## src/macl_pkg.sv

```systemverilog
// Shared constants, types and controller encodings for the moving average lockout unit.
package macl_pkg;

   // Window geometry
   localparam int WINDOW_LEN = 50;
   localparam int ADDR_W     = $clog2(WINDOW_LEN);

   // Field widths
   localparam int CODE_W = 12;
   localparam int MV_W   = 12;
   localparam int THR_W  = 12;
   localparam int EST_W  = 15;

   // Millivolt scaling: mv = MV_TOP - floor((CODE_MAX - code) * MV_SPAN / CODE_MAX)
   localparam int CODE_MAX  = 4095;
   localparam int MV_TOP    = 3300;
   localparam int MV_SPAN   = 3020;
   localparam int SCALE_W   = 24;

   // Running sum and reciprocal for the window average
   localparam int SUM_W       = $clog2(WINDOW_LEN * MV_TOP + 1);
   localparam int AVG_SHIFT   = SUM_W + $clog2(WINDOW_LEN);
   localparam longint AVG_MULT = ((64'd1 << AVG_SHIFT) + WINDOW_LEN - 1) / WINDOW_LEN;
   localparam int AVG_MULT_W  = $clog2(AVG_MULT + 1);
   localparam int AVG_PROD_W  = SUM_W + AVG_MULT_W;

   // Current estimate: (EST_BASE - EST_SLOPE * avg) / 1000, toward zero
   localparam int EST_BASE    = 9800000;
   localparam int EST_SLOPE   = 3179;
   localparam int PROD_W      = 24;
   localparam int DIV_PRE     = 3;     // divide by 8 first, then by 125
   localparam int DIV_IN_W    = PROD_W - DIV_PRE;
   localparam int DIV_SHIFT   = DIV_IN_W + 7;
   localparam longint DIV_MULT = ((64'd1 << DIV_SHIFT) + 124) / 125;
   localparam int DIV_MULT_W  = $clog2(DIV_MULT + 1);
   localparam int DIV_PROD_W  = DIV_IN_W + DIV_MULT_W;
   localparam int QUOT_W      = 14;

   // Register file
   localparam int CSR_IDX_W  = 2;
   localparam int CSR_DATA_W = 15;

   typedef enum logic [CSR_IDX_W-1:0] {
      CSR_THRESHOLD = 2'd0,
      CSR_LOCK_ON   = 2'd1,
      CSR_LOCK_OFF  = 2'd2
   } csr_idx_type;

   localparam logic [THR_W-1:0]        THRESHOLD_RST = 12'd10;
   localparam logic signed [EST_W-1:0] LOCK_ON_RST   = 15'sd500;
   localparam logic signed [EST_W-1:0] LOCK_OFF_RST  = 15'sd100;

   typedef enum logic [2:0] {
      ST_IDLE,
      ST_SCALE,
      ST_ACC,
      ST_AVG,
      ST_CMP,
      ST_MAG,
      ST_DIV,
      ST_OUT
   } state_type;

   typedef struct packed {
      logic capture;
      logic scale;
      logic acc;
      logic avg;
      logic cmp;
      logic mag;
      logic div;
      logic load_out;
   } dp_cmd_type;

   typedef struct packed {
      logic window_full;
   } dp_status_type;

endpackage

```

## src/moving_average_change_lockout_unit.sv

```systemverilog
// Top level of the moving average change lockout unit: controller plus datapath.
//
//   channel | direction | handshake             | payload
//   req     | in        | req_valid/req_stall   | req_adc_code
//   rsp     | out       | rsp_valid/rsp_stall   | rsp_ready_res, rsp_average_mv, rsp_report,
//           |           |                       | rsp_current_est, rsp_lockout
//   csr     | in        | csr_we                | csr_index, csr_wdata
//
// One transaction at a time. While the window fills, a sample skips the average and
// estimate steps; once it is full, the scale, average and estimate multiplies each feed
// a register, and the ring read-modify-write spans the capture and accumulate steps.
// A finished result waits in the output register while the next sample is accepted.
// Reset is synchronous; it empties the window, clears the sum and lockout, restores CSRs.
// A stalled result holds the last step until the output register frees.
module moving_average_change_lockout_unit
   import macl_pkg::*;
(
   input  logic                    clock,
   input  logic                    reset,
   input  logic                    req_valid,
   output logic                    req_stall,
   input  logic [CODE_W-1:0]       req_adc_code,
   output logic                    rsp_valid,
   input  logic                    rsp_stall,
   output logic                    rsp_ready_res,
   output logic [MV_W-1:0]         rsp_average_mv,
   output logic                    rsp_report,
   output logic signed [EST_W-1:0] rsp_current_est,
   output logic                    rsp_lockout,
   input  logic                    csr_we,
   input  logic [CSR_IDX_W-1:0]    csr_index,
   input  logic [CSR_DATA_W-1:0]   csr_wdata
);

   dp_cmd_type    cmd;
   dp_status_type status;

   macl_ctrl u_ctrl (
      .clock     (clock),
      .reset     (reset),
      .req_valid (req_valid),
      .req_stall (req_stall),
      .rsp_valid (rsp_valid),
      .rsp_stall (rsp_stall),
      .status    (status),
      .cmd       (cmd)
   );

   macl_dp u_dp (
      .clock           (clock),
      .reset           (reset),
      .cmd             (cmd),
      .status          (status),
      .req_adc_code    (req_adc_code),
      .csr_we          (csr_we),
      .csr_index       (csr_index),
      .csr_wdata       (csr_wdata),
      .rsp_ready_res   (rsp_ready_res),
      .rsp_average_mv  (rsp_average_mv),
      .rsp_report      (rsp_report),
      .rsp_current_est (rsp_current_est),
      .rsp_lockout     (rsp_lockout)
   );

endmodule

```

## src/macl_ram.sv

```systemverilog
// Generic single write port, single read port RAM with registered read data.
module macl_ram #(
   parameter int WIDTH = 12,
   parameter int DEPTH = 50
) (
   input  logic                     clock,
   input  logic                     wr_en,
   input  logic [$clog2(DEPTH)-1:0] wr_addr,
   input  logic [WIDTH-1:0]         wr_data,
   input  logic                     rd_en,
   input  logic [$clog2(DEPTH)-1:0] rd_addr,
   output logic [WIDTH-1:0]         rd_data
);

   logic [WIDTH-1:0] mem_ff [DEPTH];
   logic [WIDTH-1:0] rd_data_ff;

   always_ff @(posedge clock) begin
      if (wr_en) begin
         mem_ff[wr_addr] <= wr_data;
      end
      if (rd_en) begin
         rd_data_ff <= mem_ff[rd_addr];
      end
   end

   assign rd_data = rd_data_ff;

endmodule

```

## src/macl_ctrl.sv

```systemverilog
// Sequencing controller: steps one transaction through the datapath and owns the result valid.
module macl_ctrl
   import macl_pkg::*;
(
   input  logic          clock,
   input  logic          reset,
   input  logic          req_valid,
   output logic          req_stall,
   output logic          rsp_valid,
   input  logic          rsp_stall,
   input  dp_status_type status,
   output dp_cmd_type    cmd
);

   state_type state_ff, state_in;
   logic      rsp_valid_ff, rsp_valid_in;
   logic      out_free;

   assign out_free = !rsp_valid_ff || !rsp_stall;

   always_comb begin
      state_in = state_ff;
      case (state_ff)
         ST_IDLE:  if (req_valid) state_in = ST_SCALE;
         ST_SCALE: state_in = ST_ACC;
         ST_ACC:   state_in = status.window_full ? ST_AVG : ST_OUT;
         ST_AVG:   state_in = ST_CMP;
         ST_CMP:   state_in = ST_MAG;
         ST_MAG:   state_in = ST_DIV;
         ST_DIV:   state_in = ST_OUT;
         ST_OUT:   if (out_free) state_in = ST_IDLE;
         default:  state_in = ST_IDLE;
      endcase
   end

   always_comb begin
      cmd          = '0;
      req_stall    = 1'b1;
      case (state_ff)
         ST_IDLE: begin
            req_stall   = 1'b0;
            cmd.capture = req_valid;
         end
         ST_SCALE: cmd.scale    = 1'b1;
         ST_ACC:   cmd.acc      = 1'b1;
         ST_AVG:   cmd.avg      = 1'b1;
         ST_CMP:   cmd.cmp      = 1'b1;
         ST_MAG:   cmd.mag      = 1'b1;
         ST_DIV:   cmd.div      = 1'b1;
         ST_OUT:   cmd.load_out = out_free;
         default:  cmd          = '0;
      endcase
   end

   // Hold the result until taken; a new one may replace it in the same cycle
   always_comb begin
      rsp_valid_in = rsp_valid_ff;
      if (cmd.load_out) begin
         rsp_valid_in = 1'b1;
      end else if (!rsp_stall) begin
         rsp_valid_in = 1'b0;
      end
   end

   always_ff @(posedge clock) begin
      if (reset) begin
         state_ff     <= ST_IDLE;
         rsp_valid_ff <= 1'b0;
      end else begin
         state_ff     <= state_in;
         rsp_valid_ff <= rsp_valid_in;
      end
   end

   assign rsp_valid = rsp_valid_ff;

endmodule

```

## src/macl_dp.sv

```systemverilog
// Datapath: scaling, sample ring with running sum, averaging, estimate and lockout hysteresis.
module macl_dp
   import macl_pkg::*;
(
   input  logic                         clock,
   input  logic                         reset,
   input  dp_cmd_type                   cmd,
   output dp_status_type                status,
   input  logic [CODE_W-1:0]            req_adc_code,
   input  logic                         csr_we,
   input  logic [CSR_IDX_W-1:0]         csr_index,
   input  logic [CSR_DATA_W-1:0]        csr_wdata,
   output logic                         rsp_ready_res,
   output logic [MV_W-1:0]              rsp_average_mv,
   output logic                         rsp_report,
   output logic signed [EST_W-1:0]      rsp_current_est,
   output logic                         rsp_lockout
);

   // Configuration
   logic [THR_W-1:0]        thr_ff;
   logic signed [EST_W-1:0] lock_on_ff;
   logic signed [EST_W-1:0] lock_off_ff;

   // Window state
   logic [ADDR_W-1:0] slot_ff, slot_in;
   logic              full_ff, full_in;
   logic [SUM_W-1:0]  sum_ff, sum_in;
   logic [MV_W-1:0]   last_ff;
   logic              lock_ff, lock_in;

   // Per-transaction work registers
   logic [CODE_W-1:0]  code_ff;
   logic [SCALE_W-1:0] scaled_ff;
   logic               ready_ff;
   logic [MV_W-1:0]    avg_ff;
   logic               rep_ff;
   logic [PROD_W-1:0]  prod_ff;
   logic [PROD_W-1:0]  mag_ff;
   logic               neg_ff;
   logic [QUOT_W-1:0]  quot_ff;

   // Result registers
   logic                    ready_out_ff;
   logic [MV_W-1:0]         avg_out_ff;
   logic                    rep_out_ff;
   logic signed [EST_W-1:0] est_out_ff;
   logic                    lock_out_ff;

   // Combinational helpers
   logic [MV_W-1:0]         old_mv;
   logic [CODE_W-1:0]       code_q0;
   logic [CODE_W:0]         code_rem;
   logic [CODE_W-1:0]       code_quot;
   logic [MV_W-1:0]         mv;
   logic [AVG_PROD_W-1:0]   avg_prod;
   logic [MV_W-1:0]         avg_diff;
   logic [DIV_PROD_W-1:0]   div_prod;
   logic signed [EST_W-1:0] est_mag;
   logic signed [EST_W-1:0] est;

   macl_ram #(
      .WIDTH (MV_W),
      .DEPTH (WINDOW_LEN)
   ) u_ring (
      .clock   (clock),
      .wr_en   (cmd.acc),
      .wr_addr (slot_ff),
      .wr_data (mv),
      .rd_en   (cmd.capture),
      .rd_addr (slot_ff),
      .rd_data (old_mv)
   );

   // Divide by 4095 as x = q0*4096 + lo = q0*4095 + (q0 + lo); one correction step
   assign code_q0   = scaled_ff[SCALE_W-1 -: CODE_W];
   assign code_rem  = {1'b0, scaled_ff[CODE_W-1:0]} + {1'b0, code_q0};
   assign code_quot = code_q0 + CODE_W'(code_rem >= (CODE_W+1)'(CODE_MAX));
   assign mv        = MV_W'(MV_TOP) - code_quot;

   always_comb begin
      sum_in  = sum_ff;
      slot_in = slot_ff;
      full_in = full_ff;
      if (cmd.acc) begin
         sum_in = full_ff ? sum_ff - SUM_W'(old_mv) + SUM_W'(mv) : sum_ff + SUM_W'(mv);
         if (slot_ff == ADDR_W'(WINDOW_LEN - 1)) begin
            slot_in = '0;
            full_in = 1'b1;
         end else begin
            slot_in = slot_ff + 1'b1;
         end
      end
   end

   assign avg_prod = AVG_PROD_W'(sum_ff) * AVG_PROD_W'(AVG_MULT);
   assign avg_diff = (avg_ff > last_ff) ? avg_ff - last_ff : last_ff - avg_ff;
   assign div_prod = DIV_PROD_W'(mag_ff[PROD_W-1:DIV_PRE]) * DIV_PROD_W'(DIV_MULT);

   assign est_mag = {1'b0, quot_ff};
   assign est     = neg_ff ? -est_mag : est_mag;

   always_comb begin
      lock_in = lock_ff;
      if (rep_ff) begin
         if (est > lock_on_ff) begin
            lock_in = 1'b1;
         end else if (est < lock_off_ff) begin
            lock_in = 1'b0;
         end
      end
   end

   // Control and architectural state
   always_ff @(posedge clock) begin
      if (reset) begin
         thr_ff      <= THRESHOLD_RST;
         lock_on_ff  <= LOCK_ON_RST;
         lock_off_ff <= LOCK_OFF_RST;
         slot_ff     <= '0;
         full_ff     <= 1'b0;
         sum_ff      <= '0;
         last_ff     <= '0;
         lock_ff     <= 1'b0;
      end else begin
         if (csr_we) begin
            case (csr_index)
               CSR_THRESHOLD: thr_ff      <= csr_wdata[THR_W-1:0];
               CSR_LOCK_ON:   lock_on_ff  <= $signed(csr_wdata[EST_W-1:0]);
               CSR_LOCK_OFF:  lock_off_ff <= $signed(csr_wdata[EST_W-1:0]);
               default:       ;
            endcase
         end
         slot_ff <= slot_in;
         full_ff <= full_in;
         sum_ff  <= sum_in;
         if (cmd.cmp && avg_diff > thr_ff) begin
            last_ff <= avg_ff;
         end
         if (cmd.load_out) begin
            lock_ff <= lock_in;
         end
      end
   end

   // Work and result registers
   always_ff @(posedge clock) begin
      if (cmd.capture) begin
         code_ff <= req_adc_code;
      end
      if (cmd.scale) begin
         scaled_ff <= {{(SCALE_W-CODE_W){1'b0}}, ~code_ff} * SCALE_W'(MV_SPAN);
      end
      if (cmd.acc) begin
         ready_ff <= full_ff;
         rep_ff   <= 1'b0;
         avg_ff   <= '0;
      end
      if (cmd.avg) begin
         avg_ff <= avg_prod[AVG_SHIFT +: MV_W];
      end
      if (cmd.cmp) begin
         rep_ff  <= avg_diff > thr_ff;
         prod_ff <= PROD_W'(avg_ff) * PROD_W'(EST_SLOPE);
      end
      if (cmd.mag) begin
         neg_ff <= prod_ff > PROD_W'(EST_BASE);
         mag_ff <= (prod_ff > PROD_W'(EST_BASE)) ? prod_ff - PROD_W'(EST_BASE)
                                                  : PROD_W'(EST_BASE) - prod_ff;
      end
      if (cmd.div) begin
         quot_ff <= div_prod[DIV_SHIFT +: QUOT_W];
      end
      if (cmd.load_out) begin
         ready_out_ff <= ready_ff;
         avg_out_ff   <= ready_ff ? avg_ff : '0;
         rep_out_ff   <= ready_ff && rep_ff;
         est_out_ff   <= (ready_ff && rep_ff) ? est : '0;
         lock_out_ff  <= lock_in;
      end
   end

   assign status.window_full = full_ff;

   assign rsp_ready_res   = ready_out_ff;
   assign rsp_average_mv  = avg_out_ff;
   assign rsp_report      = rep_out_ff;
   assign rsp_current_est = est_out_ff;
   assign rsp_lockout     = lock_out_ff;

endmodule

```

## config.mk

```make
export PLATFORM = sky130hd
export DESIGN_NAME = moving_average_change_lockout_unit
export DESIGN_NICKNAME = d
export VERILOG_FILES = /design/src/macl_pkg.sv /design/src/moving_average_change_lockout_unit.sv /design/src/macl_ram.sv /design/src/macl_ctrl.sv /design/src/macl_dp.sv
export SDC_FILE = /design/constraint.sdc
export NUM_CORES = 2
export LEC_CHECK = 0
export BUFFER_PORTS_ARGS = -buffer_cell sky130_fd_sc_hd__buf_2
export CAP_MARGIN = 20
export CORE_MARGIN = 4
export CORE_UTILIZATION = 63
export CTS_CLUSTER_DIAMETER = 50
export CTS_CLUSTER_SIZE = 28
export DETAILED_ROUTE_END_ITERATION = 7
export PLACE_DENSITY = 0.8
export SYNTH_ARGS = -nofsm -noshare
export SYNTH_HDL_FRONTEND = slang
export SYNTH_SLANG_ARGS = --single-unit
```

## constraint.sdc

```tcl
create_clock -name clock -period 9.8 [get_ports clock]
set_clock_uncertainty 0.2 [all_clocks]
set_input_delay 0.98 -clock clock [delete_from_list [all_inputs] [get_ports clock]]
set_output_delay 0.98 -clock clock [all_outputs]
set_load 0.02 [all_outputs]
```

==> impl_metrics.xml <==
<?xml version="1.0" encoding="UTF-8"?>
<metrics>
  <group name="worst_setup_path">
    <metric name="crit_path_top_delay_cell" unit="">nor3b_1</metric>
    <metric name="crit_arrival" unit="ps">8030</metric>
    <metric name="worstPathRequired" unit="ps">10160</metric>
    <metric name="rrSetupSlack" unit="ps">2130</metric>
    <metric name="timing.critical_path.to_type" unit="">flip-flop</metric>
    <metric name="critPathTopFamily" unit="">compound AO/OA/AOI/OAI gates</metric>
    <metric name="crit_cells" unit="">31</metric>
    <metric name="setup.worst_path.start" unit="">u_dp.scaled_ff[15]$_DFFE_PP_</metric>
    <metric name="crit_path_end" unit="">u_dp.sum_ff[15]$_SDFFE_PP0P_</metric>
    <metric name="path_class" unit="">flip-flop to flip-flop</metric>
    <metric name="critPathMaxStageDelay" unit="ps">650</metric>
    <metric name="reg2reg_depth" unit="">31</metric>
    <metric name="timing.critical_path.fanout_max" unit="">4</metric>
    <metric name="r2r-start" unit="">u_dp.scaled_ff[15]$_DFFE_PP_</metric>
    <metric name="r2r_end" unit="">u_dp.sum_ff[15]$_SDFFE_PP0P_</metric>
    <metric name="timing.critical_path.buf_inv" unit="">3</metric>
    <metric name="startpoint_type" unit="">flip-flop</metric>
  </group>
  <group name="placement">
    <metric name="placed_cell_count" unit="">5325</metric>
    <metric name="dp_hpwl" unit="um">84300</metric>
    <metric name="gpl_congestion" unit="">0.932</metric>
    <metric name="buffer_ports.inserted" unit="">65</metric>
  </group>
  <group name="yosys">
    <metric name="syn_avg_cell_area" unit="um^2">12.2</metric>
    <metric name="asyncSetResetFlopFracSynth" unit="%">0</metric>
    <metric name="post_synth_most_frequent_cells" unit="">750 x edfxtp_1, 669 x inv_1, 611 x ha_1</metric>
    <metric name="synthCells" unit="">4242</metric>
    <metric name="post_synth_num_cell_types" unit="">73</metric>
    <metric name="netlist_area" unit="um^2">51800</metric>
    <metric name="synth-edff-count" unit="">750</metric>
    <metric name="yosysMostFrequentCell" unit="">edfxtp_1</metric>
    <metric name="synth.largest_area_cell" unit="">edfxtp_1</metric>
    <metric name="postSynth.topFlopCell" unit="">edfxtp_1</metric>
    <metric name="synth_top_area_share" unit="%">43.5</metric>
    <metric name="synth.ff_latch_count" unit="">834</metric>
    <metric name="synth.yosys.seq_area_share" unit="%">46.7</metric>
    <metric name="synth.top_cells.by_area" unit="">edfxtp_1 43%, ha_1 15%, fa_1 12%</metric>
    <metric name="yosysWarnings" unit="">0</metric>
    <metric name="syn_nets" unit="">5193</metric>
  </group>
  <group name="clock_network">
    <metric name="post_cts_resized" unit="">0</metric>
    <metric name="post_cts_buffers" unit="">0</metric>
    <metric name="cts-htree-levels" unit="">3</metric>
    <metric name="clk_pin_slew_worst_paths" unit="ps">80</metric>
    <metric name="clock_tree.root_cell" unit="">clkbuf_16</metric>
    <metric name="tritoncts.num_buffers" unit="">74</metric>
    <metric name="clkSinkCount" unit="">834</metric>
    <metric name="clockBufferDepth" unit="">3</metric>
    <metric name="cts_tree" unit="">built</metric>
    <metric name="clk_latency" unit="ps">680</metric>
    <metric name="cts_hold_buffers" unit="">0</metric>
  </group>
  <group name="finish">
    <metric name="antenna-diode-count" unit="">0</metric>
    <metric name="layout-drive-gt1-share" unit="%">7.77</metric>
    <metric name="area_growth_syn_to_fin" unit="%">9.36</metric>
    <metric name="final_core_utilization" unit="%">70.0</metric>
    <metric name="layout.nets" unit="">5293</metric>
    <metric name="instances_no_fill" unit="">5464</metric>
  </group>
  <group name="floorplanning">
    <metric name="ios" unit="">66</metric>
    <metric name="num_rows" unit="">104</metric>
    <metric name="die_w" unit="um">295</metric>
    <metric name="die_span_y" unit="um">295</metric>
    <metric name="core_area" unit="um^2">80900</metric>
    <metric name="design.die.area" unit="um^2">86800</metric>
    <metric name="floorplan.initialDensity" unit="%">64.0</metric>
  </group>
  <group name="grt">
    <metric name="number_of_antenna_violations_at_the_first_check_in_global_routing" unit="">2</metric>
    <metric name="grt_pass1_vias" unit="">34848</metric>
    <metric name="grt_max_degree" unit="">81</metric>
    <metric name="wire_length_of_the_first_global_routing_pass" unit="um">193000</metric>
    <metric name="grt_overflow_total" unit="">0</metric>
    <metric name="grtUsageTotal" unit="%">28.6</metric>
  </group>
  <group name="drt">
    <metric name="drt-pass1-iter-count" unit="">7</metric>
    <metric name="num_vias" unit="">34130</metric>
    <metric name="drt_drc_violations_left" unit="">0</metric>
    <metric name="route.detailed.wl_per_inst" unit="um">22.5</metric>
    <metric name="wirelength" unit="um">123000</metric>
    <metric name="detailedRoute.firstIterationViolations" unit="">3295</metric>
    <metric name="drt-vias-per-instance" unit="">6.25</metric>
    <metric name="detail-route-antenna-nets" unit="">0</metric>
  </group>
  <group name="sta">
    <metric name="final_hold_viol_count" unit="">0</metric>
    <metric name="setup_total_negative_slack" unit="ps">0</metric>
    <metric name="period_needed" unit="ps">7670</metric>
    <metric name="max_clock_freq" unit="MHz">130</metric>
    <metric name="grt_setup_unrepaired" unit="">no</metric>
    <metric name="setup_violations" unit="">0</metric>
    <metric name="worst_slew_margin_relative_to_its_limit" unit="%">23.1</metric>
    <metric name="slew_viol_final" unit="">0</metric>
    <metric name="post-route-period-util" unit="%">78.2</metric>
    <metric name="worst_slew_pin_slew" unit="ps">1150</metric>
  </group>
  <group name="flow_run">
    <metric name="timing.max_cap.violations" unit="">0</metric>
  </group>
  <group name="run_status">
    <metric name="status" unit="">finished clean</metric>
  </group>
  <group name="hold_path">
    <metric name="hold_path.class" unit="">flip-flop to flip-flop</metric>
  </group>
</metrics>
-- routing by layer --
metal / track usage, % / routed length (um) / up-vias
li1: - / - / 15432
met4: 10.6 / 4740 / 4
met2: 48.3 / 59700 / 1493
met3: 4.57 / 10100 / 285
met5: 0 / 27 / -
met1: 37.9 / 48400 / 16916
-- worst min path at each step --
| stage | slack, ps | to | depth (start not counted) | from |
|---|---|---|---|---|
| after global placement | 240 | u_dp.lock_off_ff[0]$_SDFFE_PP0P_ | 2 | u_dp.lock_off_ff[0]$_SDFFE_PP0P_ |
| after detailed placement | 240 | u_dp.lock_off_ff[0]$_SDFFE_PP0P_ | 2 | u_dp.lock_off_ff[0]$_SDFFE_PP0P_ |
| after floorplan | 230 | u_dp.lock_off_ff[0]$_SDFFE_PP0P_ | 2 | u_dp.lock_off_ff[0]$_SDFFE_PP0P_ |
| final | 260 | u_dp.lock_on_ff[14]$_SDFFE_PP0P_ | 2 | u_dp.lock_on_ff[14]$_SDFFE_PP0P_ |
| after CTS | 250 | u_dp.code_ff[2]$_DFFE_PP_ | 1 | req_adc_code[2] |
| after global routing | 260 | u_dp.code_ff[8]$_DFFE_PP_ | 1 | req_adc_code[8] |
-- state kept, by name (all words and copies together), names as in the netlist, 3 cells and up --
register / count
u_ctrl.state_ff: 3
u_dp.avg_ff: 12
u_dp.code_ff: 12
u_dp.last_ff: 12
u_dp.lock_off_ff: 15
u_dp.lock_on_ff: 15
u_dp.mag_ff: 21
u_dp.prod_ff: 24
u_dp.quot_ff: 14
u_dp.rsp_average_mv: 12
u_dp.rsp_current_est: 15
u_dp.scaled_ff: 22
u_dp.slot_ff: 6
u_dp.sum_ff: 18
u_dp.thr_ff: 12
u_dp.u_ring.mem_ff: 600
u_dp.u_ring.rd_data: 12
-- logic make-up after synthesis --
family | count (synthesis) | share of synthesized area [%]
muxes | 42 | 0.819
AOI/OAI and AO/OA | 830 | 11.1
buffers and inverters | 796 | 5.78
adders and majority gates | 917 | 26.6
DFF | 834 | 46.7
and+or+nand+nor | 680 | 6.51
xor gates and xnor gates | 143 | 2.42
-- worst min-delay path, delay by kind of cell (launching register included) --
family	cells	cell delay, ps
AO/OA/AOI/OAI	1	50
AND/OR/NAND/NOR	1	50
flip-flops	1	310
-- cells in the final DEF (no fill, tap or decap), types with 9 or more instances in the layout --
cell type	n
and2_1	35
a22oi_1	189
inv_6	12
xor2_1	49
ha_1	609
or3_1	10
nor2b_1	26
or2_2	10
nor3b_1	9
dfxtp_1	83
inv_8	11
and3_1	20
nor3_1	44
buf_2	65
a31oi_1	24
nand4_1	68
a21o_1	61
a21oi_1	178
xnor2_1	85
o21bai_1	9
a211o_1	14
o21ai_0	98
nand2_1	155
a221oi_1	55
o31ai_1	10
buf_4	84
nand3_1	44
o21a_1	19
a211oi_1	30
mux2i_1	39
nor2_1	183
clkbuf_16	75
fa_1	306
o211ai_1	25
edfxtp_1	750
nand2b_1	19
a22o_1	50
inv_1	669
-- metrics by stage --
| stage | setup slack [ps] | instance area (um^2) | hold WS [ps] |
|---|---|---|---|
| CTS | 2120 | 56600 | 248 |
| floorplan | 2100 | 51800 | 234 |
| global route | 1540 | 56600 | 263 |
| finish | 2130 | 56600 | 257 |
| global placement | 2530 | 53800 | 240 |
| detailed placement | 2250 | 53800 | 245 |
-- final cells by class --
class,instances,area [um^2]
clock inverter,61,941
clock buffer,77,1890
multi-input combinational,2612,24800
timing repair buffer,151,987
fill,5407,24300
sequential,834,24200
tap,1060,1330
inverter,669,2510
Power is left out: the tool's default activity adds up to more than one toggle a clock period on the data nets, which glitch-free logic cannot reach.
